--- config.mk ---
export PLATFORM = sky130hd
export DESIGN_NAME = echo_width_capture_vote_filter
export DESIGN_NICKNAME = d
export VERILOG_FILES = /design/src/sv/ecv_pkg.sv /design/src/sv/echo_width_capture_vote_filter.sv /design/src/sv/ecv_ram.sv /design/src/sv/ecv_vote.sv
export VERILOG_INCLUDE_DIRS = /design/src /design/src/sv
export SDC_FILE = /design/constraint.sdc
export NUM_CORES = 1
export LEC_CHECK = 0
export ABC_AREA = 1
export BUFFER_PORTS_ARGS = -buffer_cell sky130_fd_sc_hd__buf_2
export CAP_MARGIN = 20
export CORE_MARGIN = 2
export CORE_UTILIZATION = 30
export DETAILED_ROUTE_END_ITERATION = 8
export GPL_TIMING_DRIVEN = 0
export SLEW_MARGIN = 20
export SYNTH_ARGS = -nofsm -noshare
export SYNTH_HDL_FRONTEND = slang
export SYNTH_SLANG_ARGS = --single-unit
--- constraint.sdc ---
create_clock -name clk -period 7.35 [get_ports clk]
set_clock_uncertainty 0.15 [all_clocks]
set_input_delay 0.3675 -clock clk [delete_from_list [all_inputs] [get_ports clk]]
set_output_delay 0.3675 -clock clk [all_outputs]
set_load 0.01 [all_outputs]
--- src/sv/assert_macros.svh ---
// Assertion macros shared by the echo width capture RTL.
`ifndef ASSERT_MACROS_SVH
`define ASSERT_MACROS_SVH

`ifndef SYNTHESIS

`define ECV_ASSERT(lbl, clk, rstn, prop) \
  lbl: assert property (@(posedge clk) disable iff (!rstn) (prop)) \
    else $error("ecv assertion failed");

`define ECV_NEVER(lbl, clk, rstn, cond) \
  lbl: assert property (@(posedge clk) disable iff (!rstn) !(cond)) \
    else $error("ecv forbidden condition seen");

`else

`define ECV_ASSERT(lbl, clk, rstn, prop)

`define ECV_NEVER(lbl, clk, rstn, cond)

`endif

`endif

--- src/sv/ecv_pkg.sv ---
// Types and constants shared by the echo width capture and vote filter.
package ecv_pkg;

  localparam int NUM_CHANNELS = 3;
  localparam int TIMER_BITS   = 16;
  localparam int CH_AW        = (NUM_CHANNELS > 1) ? $clog2(NUM_CHANNELS) : 1;

  localparam logic MODE_CAPTURE = 1'b0;
  localparam logic MODE_UPDATE  = 1'b1;

  typedef struct packed {
    logic        mode;
    logic [1:0]  channel;
    logic [15:0] timestamp;
  } ecv_in_t;

  typedef struct packed {
    logic [1:0]  out_channel;
    logic [15:0] filtered_width;
  } ecv_out_t;

  // One channel's complete state, held as a single memory word.
  typedef struct packed {
    logic                  phase;
    logic [TIMER_BITS-1:0] rise;
    logic [TIMER_BITS-1:0] width;
    logic [TIMER_BITS-1:0] hist_mid;
    logic [TIMER_BITS-1:0] hist_new;
    logic [TIMER_BITS-1:0] voted;
  } ecv_rec_t;

  localparam int REC_W = $bits(ecv_rec_t);

endpackage

--- src/sv/echo_width_capture_vote_filter.sv ---
// Top level: echo pulse width capture with three-sample vote filter per channel.
// Path: an update is held in stage s1, then its result is registered onto out_valid.
// Throughput: one transaction per cycle unless stalled; state memory is read on accept
// and written back as the item leaves s1, with a one-entry bypass for back-to-back use.
// Reset: synchronous; channel entries read as zero until first written, no clearing pass.
module echo_width_capture_vote_filter (
  input  logic             clk,
  input  logic             rst_n,
  input  logic             in_valid,
  output logic             in_stall,
  input  ecv_pkg::ecv_in_t in_data,
  output logic             out_valid,
  input  logic             out_stall,
  output ecv_pkg::ecv_out_t out_data
);
  import ecv_pkg::*;

  `include "assert_macros.svh"

  logic                  in_acc;
  logic                  in_ok;
  logic [CH_AW-1:0]      in_ch;

  logic                  s1_valid_r, s1_valid_nxt;
  logic                  s1_mode_r;
  logic [CH_AW-1:0]      s1_ch_r;
  logic [1:0]            s1_chan_r;
  logic [TIMER_BITS-1:0] s1_ts_r;
  logic                  s1_blocked;
  logic                  s1_adv;

  logic [CH_AW-1:0]      ram_ra;
  logic                  ram_we;
  logic [REC_W-1:0]      ram_rd;
  ecv_rec_t              rec_cur;
  ecv_rec_t              rec_new;

  logic [NUM_CHANNELS-1:0] vld_r;
  logic                  rd_vld_r;
  logic                  fwd_r;
  ecv_rec_t              last_wr_r;

  logic                  out_valid_r, out_valid_nxt;
  ecv_out_t              out_data_r;

  assign in_ok      = 32'(in_data.channel) < NUM_CHANNELS;
  assign in_ch      = CH_AW'(in_data.channel);
  assign s1_blocked = s1_valid_r && (s1_mode_r == MODE_UPDATE) && out_valid_r && out_stall;
  assign s1_adv     = s1_valid_r && !s1_blocked;
  assign in_stall   = s1_blocked;
  assign in_acc     = in_valid && !in_stall;

  always_comb begin
    priority if (in_acc && in_ok) begin
      s1_valid_nxt = 1'b1;
    end else if (s1_adv) begin
      s1_valid_nxt = 1'b0;
    end else begin
      s1_valid_nxt = s1_valid_r;
    end
  end

  assign ram_ra = s1_blocked ? s1_ch_r : in_ch;
  assign ram_we = s1_adv;

  ecv_ram #(
    .WIDTH (REC_W),
    .DEPTH (NUM_CHANNELS)
  ) u_state_ram (
    .clk     (clk),
    .wr_en   (ram_we),
    .wr_addr (s1_ch_r),
    .wr_data (rec_new),
    .rd_addr (ram_ra),
    .rd_data (ram_rd)
  );

  always_comb begin
    if (fwd_r) begin
      rec_cur = last_wr_r;
    end else if (rd_vld_r) begin
      rec_cur = ecv_rec_t'(ram_rd);
    end else begin
      rec_cur = '0;
    end
  end

  ecv_vote u_vote (
    .mode    (s1_mode_r),
    .ts      (s1_ts_r),
    .rec_in  (rec_cur),
    .rec_out (rec_new)
  );

  always_comb begin
    priority if (s1_adv && (s1_mode_r == MODE_UPDATE)) begin
      out_valid_nxt = 1'b1;
    end else if (!out_stall) begin
      out_valid_nxt = 1'b0;
    end else begin
      out_valid_nxt = out_valid_r;
    end
  end

  always_ff @(posedge clk) begin
    if (!rst_n) begin
      s1_valid_r  <= 1'b0;
      out_valid_r <= 1'b0;
      vld_r       <= '0;
      rd_vld_r    <= 1'b0;
      fwd_r       <= 1'b0;
    end else begin
      s1_valid_r  <= s1_valid_nxt;
      out_valid_r <= out_valid_nxt;
      if (ram_we) begin
        vld_r[s1_ch_r] <= 1'b1;
      end
      rd_vld_r <= (32'(ram_ra) < NUM_CHANNELS) && vld_r[ram_ra];
      fwd_r    <= ram_we && (s1_ch_r == ram_ra);
    end
  end

  always_ff @(posedge clk) begin
    last_wr_r <= rec_new;
    if (in_acc) begin
      s1_mode_r <= in_data.mode;
      s1_ch_r   <= in_ch;
      s1_chan_r <= in_data.channel;
      s1_ts_r   <= TIMER_BITS'(in_data.timestamp);
    end
    if (s1_adv && (s1_mode_r == MODE_UPDATE)) begin
      out_data_r.out_channel    <= s1_chan_r;
      out_data_r.filtered_width <= 16'(rec_new.voted);
    end
  end

  assign out_valid = out_valid_r;
  assign out_data  = out_data_r;

  `ECV_NEVER(a_stall_only_when_busy, clk, rst_n, in_stall && !s1_valid_r)
  `ECV_ASSERT(a_bypass_follows_write, clk, rst_n, fwd_r |-> $past(ram_we))
  `ECV_ASSERT(a_capture_no_result, clk, rst_n,
              (s1_adv && (s1_mode_r == MODE_CAPTURE) && !out_stall) |=> !out_valid_r)
  `ECV_ASSERT(a_update_gives_result, clk, rst_n,
              (s1_adv && (s1_mode_r == MODE_UPDATE)) |=> out_valid_r)

endmodule

--- src/sv/ecv_ram.sv ---
// Generic single-port-write, single-port-read RAM with registered read data.
module ecv_ram #(
  parameter int WIDTH = 8,
  parameter int DEPTH = 4
) (
  input  logic                                        clk,
  input  logic                                        wr_en,
  input  logic [((DEPTH > 1) ? $clog2(DEPTH) : 1)-1:0] wr_addr,
  input  logic [WIDTH-1:0]                            wr_data,
  input  logic [((DEPTH > 1) ? $clog2(DEPTH) : 1)-1:0] rd_addr,
  output logic [WIDTH-1:0]                            rd_data
);

  logic [WIDTH-1:0] mem [DEPTH];
  logic [WIDTH-1:0] rd_data_r;

  always_ff @(posedge clk) begin
    if (wr_en) begin
      mem[wr_addr] <= wr_data;
    end
    rd_data_r <= mem[rd_addr];
  end

  assign rd_data = rd_data_r;

endmodule

--- src/sv/ecv_vote.sv ---
// Per-channel state update: edge capture, width measurement and three-sample vote.
module ecv_vote (
  input  logic                          mode,
  input  logic [ecv_pkg::TIMER_BITS-1:0] ts,
  input  ecv_pkg::ecv_rec_t             rec_in,
  output ecv_pkg::ecv_rec_t             rec_out
);
  import ecv_pkg::*;

  logic [TIMER_BITS-1:0] h0, h1, h2;
  logic [TIMER_BITS-1:0] d01, d12, d02;
  logic [TIMER_BITS-1:0] v;

  function automatic logic [TIMER_BITS-1:0] abs_gap(input logic [TIMER_BITS-1:0] a,
                                                    input logic [TIMER_BITS-1:0] b);
    return (a >= b) ? (a - b) : (b - a);
  endfunction

  assign h0 = rec_in.hist_mid;
  assign h1 = rec_in.hist_new;
  assign h2 = rec_in.width;

  assign d01 = abs_gap(h0, h1);
  assign d12 = abs_gap(h1, h2);
  assign d02 = abs_gap(h0, h2);

  always_comb begin
    priority if (d01 < d12 && d01 < d02) begin
      v = h0;
    end else if (d12 < d01 && d12 < d02) begin
      v = h1;
    end else if (d02 < d01 && d02 < d12) begin
      v = h2;
    end else begin
      v = rec_in.voted;
    end
  end

  always_comb begin
    rec_out = rec_in;
    if (mode == MODE_CAPTURE) begin
      if (!rec_in.phase) begin
        rec_out.rise = ts;
      end else begin
        rec_out.width = ts - rec_in.rise;
      end
      rec_out.phase = ~rec_in.phase;
    end else begin
      rec_out.hist_mid = h1;
      rec_out.hist_new = h2;
      rec_out.voted    = v;
    end
  end

endmodule

==> impl_metrics.yaml <==
status:
  status: "finished clean"
critical_path:
  crit_family: "simple AND/OR/NAND/NOR gates"
  worstSetupPathType: "reg2reg"
  timing.critical_path.slowest_stage_cell: "sky130_fd_sc_hd__ha_1"
  critPathMaxStageDelay_ps: 350
  crit-reg2reg-launch: "rd_vld_r"
  cpMostUsedCell: "sky130_fd_sc_hd__nand2_1"
  critical_path.max_fanout: 10
  timing.critical_path.arrival_ps: 7200
  setup.worst_path.start_class: "register"
  crit_end_element: "register"
  worstSetupStartpoint: "rd_vld_r"
  required_time_of_the_critical_path_ps: 7500
  timing.critical_path.buf_inv: 11
synth:
  netlist.top_cell.by_area: "sky130_fd_sc_hd__edfxtp_1"
  synth_top_cell_area_share_pct: 38.28
  seq_area_frac_synth_pct: 53.69
  cells_after_synthesis: 2334
  flip_flop_and_latch_count_after_synthesis: 449
  netlist_area_mm2: 0.02196
  mappedNetlistNets: 2496
  yosys_most_used_dff: "sky130_fd_sc_hd__edfxtp_1"
  synth_async_sr_flop_share_pct: 0
  synth_enable_flop_cells: 280
  yosys-top-cells-area: "sky130_fd_sc_hd__edfxtp_1, sky130_fd_sc_hd__dfxtp_1, sky130_fd_sc_hd__nand2_1"
  syn_area_per_cell_um2: 9.410
  synthDistinctLibCells: 59
  ys_warn_count: 0
place:
  gp_congestion: 0.9692
  buffer_ports.inserted: 42
  hpwlAfterDp_um: 51450
  place_inst: 3380
timing:
  post-route-period-util_pct: 95.93
  max-slew-margin-rel_pct: 32.40
  final-setup-viol-count: 0
  totalNegativeSetupSlack_ps: 0
  finalCriticalPeriod_ps: 7051
  timing_worst_slew_pin_value_ps: 1014
  report.final.hold_viol_count: 0
  report.final.slew_viol_count: 0
  fmaxAchievable_mhz: 141.8
power_and_ir_drop:
  power.ir.vdd_worst_v: 0.0002405
  power.static_leakage_uw: 0.01080
  pwr_per_cell_area_mw_per_mm2: 299.1
  fin_total_pwr_uw: 7727
routing:
  wl_per_cell_um: 19.39
  antenna_violating_nets_post_route: 0
  detailedRoute.firstPassIterationCount: 6
  route.detailed.drc: 0
  number_of_design_rule_violations_left_by_the_first_detailed_router_iteration: 1906
  routed_wl_um: 67830
  avgViaCountPerCell: 5.049
  vias: 17660
clocking:
  cts_tree: "built"
  clk_latency_ps: 570
  cts-htree-levels: 2
  root_buffer: "sky130_fd_sc_hd__clkbuf_16"
  numClockSinks: 449
  cts.path.max_buffers: 3
  worst_setup_hold_path_clk_slew_ps: 60
  cts_made_buffers: 43
global_routing:
  grt_usage_pct: 17.64
  grt.overflow.total: 0
  grt_start_max_net_pins: 20
  first_global_vias: 16460
  antenna_violations_before_repair: 1
  grt_first_pass_wirelength_um: 100700
die:
  die_y_um: 274.6
  fp.coreArea_mm2: 0.07271
  die_width_um: 274.6
  fp.dieArea_mm2: 0.07539
  boundaryPins: 43
  initial_utilization_pct: 30.21
  number_of_rows_in_the_core_area: 99
cells_and_area:
  stdcell_count: 3498
  area_growth_pct: 17.63
  layout-drive-gt1-share_pct: 12.37
  nets: 2667
  antenna-diode-count: 0
worst_hold_path:
  source_of_the_worst_hold_timing_path: "vld_r[2]"
  min_path_type: "reg2reg"
job:
  cap_viol_max_count: 0
-- where the power goes --
| group | internal [uW] | total, uW | switching (uW) |
|---|---|---|---|
| Combinational | 888 | 2630 | 1750 |
| Sequential | 2890 | 2940 | 46.4 |
| Clock | 1240 | 2160 | 919 |
| Total | 5010 | 7730 | 2710 |
-- sequential cells by signal, summed over array words and instances (netlist names) --
name	cells
s1_mode_r	1
fwd_r	1
out_data	18
s1_chan_r	2
rd_vld_r	1
last_wr_r	81
s1_valid_r	1
s1_ts_r	16
u_state_ram.mem	243
out_valid	1
vld_r	3
u_state_ram.rd_data	81
-- path summary, 6_finish.rpt --
kind	end	slack, ps	cells past startpoint
max	u_state_ram.mem[2][12]	300	36
min	vld_r[2]	320	2
max reg2reg	u_state_ram.mem[2][12]	300	36
min reg2reg	vld_r[2]	320	2
-- area by class of cell --
cell class | instances | area [um^2]
well taps | 959 | 1200
flip-flops and latches | 449 | 11790
clock inverters | 10 | 98.84
fillers | 7276 | 46880
inverters | 210 | 793.3
multi-input cells | 1584 | 9318
repair buffers | 127 | 902.1
clock buffers | 69 | 1285
plain buffers | 90 | 446.7
-- cell usage in the layout, fill, tap and decap left out, types with 7 or more instances in the layout --
cell                            count
sky130_fd_sc_hd__clkbuf_8           9
sky130_fd_sc_hd__buf_2             55
sky130_fd_sc_hd__buf_4             65
sky130_fd_sc_hd__nand2_2           15
sky130_fd_sc_hd__a22o_1            15
sky130_fd_sc_hd__nand3_1           92
sky130_fd_sc_hd__nor3_1             7
sky130_fd_sc_hd__ha_1             133
sky130_fd_sc_hd__o21ai_0          102
sky130_fd_sc_hd__o221ai_1           7
sky130_fd_sc_hd__o21bai_1          11
sky130_fd_sc_hd__a21oi_1          118
sky130_fd_sc_hd__nand2_1          512
sky130_fd_sc_hd__o211ai_1           9
sky130_fd_sc_hd__inv_1            195
sky130_fd_sc_hd__a31oi_1           88
sky130_fd_sc_hd__buf_1             10
sky130_fd_sc_hd__o21a_1             7
sky130_fd_sc_hd__buf_6              7
sky130_fd_sc_hd__dfxtp_1          169
sky130_fd_sc_hd__xnor2_1            9
sky130_fd_sc_hd__a22oi_2           19
sky130_fd_sc_hd__a211oi_1          10
sky130_fd_sc_hd__a21oi_2            9
sky130_fd_sc_hd__nor2_1           231
sky130_fd_sc_hd__edfxtp_1         280
sky130_fd_sc_hd__clkbuf_16         44
sky130_fd_sc_hd__inv_2             12
sky130_fd_sc_hd__xor2_1            42
sky130_fd_sc_hd__dlygate4sd3_1     22
sky130_fd_sc_hd__clkbuf_1          61
sky130_fd_sc_hd__clkbuf_2           7
sky130_fd_sc_hd__a22oi_1           31
sky130_fd_sc_hd__nand4_1           26
-- routing by layer --
metal | part of all wire (%) | global-route usage (%)
met5 | 0 | 0
met4 | 3.5 | 6.393
met3 | 7.3 | 2.767
met2 | 46 | 28.09
met1 | 44 | 24.25
-- kinds of logic (layout without fill, tap and decap cells) --
logic type,after synthesis,in the layout,synth area share (%)
AO/OA/AOI/OAI,472,472,13.23
XOR/XNOR,53,53,2.113
adder cells (fa/ha/maj),139,139,8.124
buffers and inverters,301,506,5.412
flip-flops,449,449,53.69
multiplexers,3,3,0.1424
AND/OR/NAND/NOR,917,917,17.29
-- repair_timing --
item	CTS	global route
endpoints found under the hold margin	25	0
hold buffers	22	0
resized for setup	63	36
endpoints found under the setup margin	80	80
buffers inserted	12	6
pin swaps	8	2
-- per-stage QoR --
| stage | hold WS [ps] | instance area, um^2 | utilization (%) | setup slack, ps |
|---|---|---|---|---|
| floorplan | 290.3 | 21960 | - | 229.5 |
| global placement | 302.1 | 23370 | 32.15 | -4632 |
| detailed placement | 311.1 | 23750 | 32.67 | -1773 |
| CTS | 324.9 | 25670 | 35.30 | 8.132 |
| global route | 341.6 | 25830 | 35.53 | -11.73 |
| finish | 319.7 | 25830 | 35.53 | 299.4 |
-- cells in the mapped netlist (all sizes together) (4+ instances only) --
cell type and count:
o21bai 11, nand3 96, o21ai 113, dfxtp 169, nand4 26, or2 7, nor2 240, fa 6
nor3 13, o221ai 7, a31oi 89, a221oi 5, o211ai 10, xnor2 10, a211oi 11, a21boi 4
a21o 4, inv 208, buf 32, nand2 531, ha 133, a22o 15, a22oi 50, xor2 43
edfxtp 280, a21oi 133, o21a 7, clkbuf 59
-- worst min-delay path: stages, from the launching register on --
cell and delay, ps:
sky130_fd_sc_hd__dfxtp_1 320, sky130_fd_sc_hd__nor2_1 50, sky130_fd_sc_hd__nor2_1 70
(Power assumes the default switching activity.)
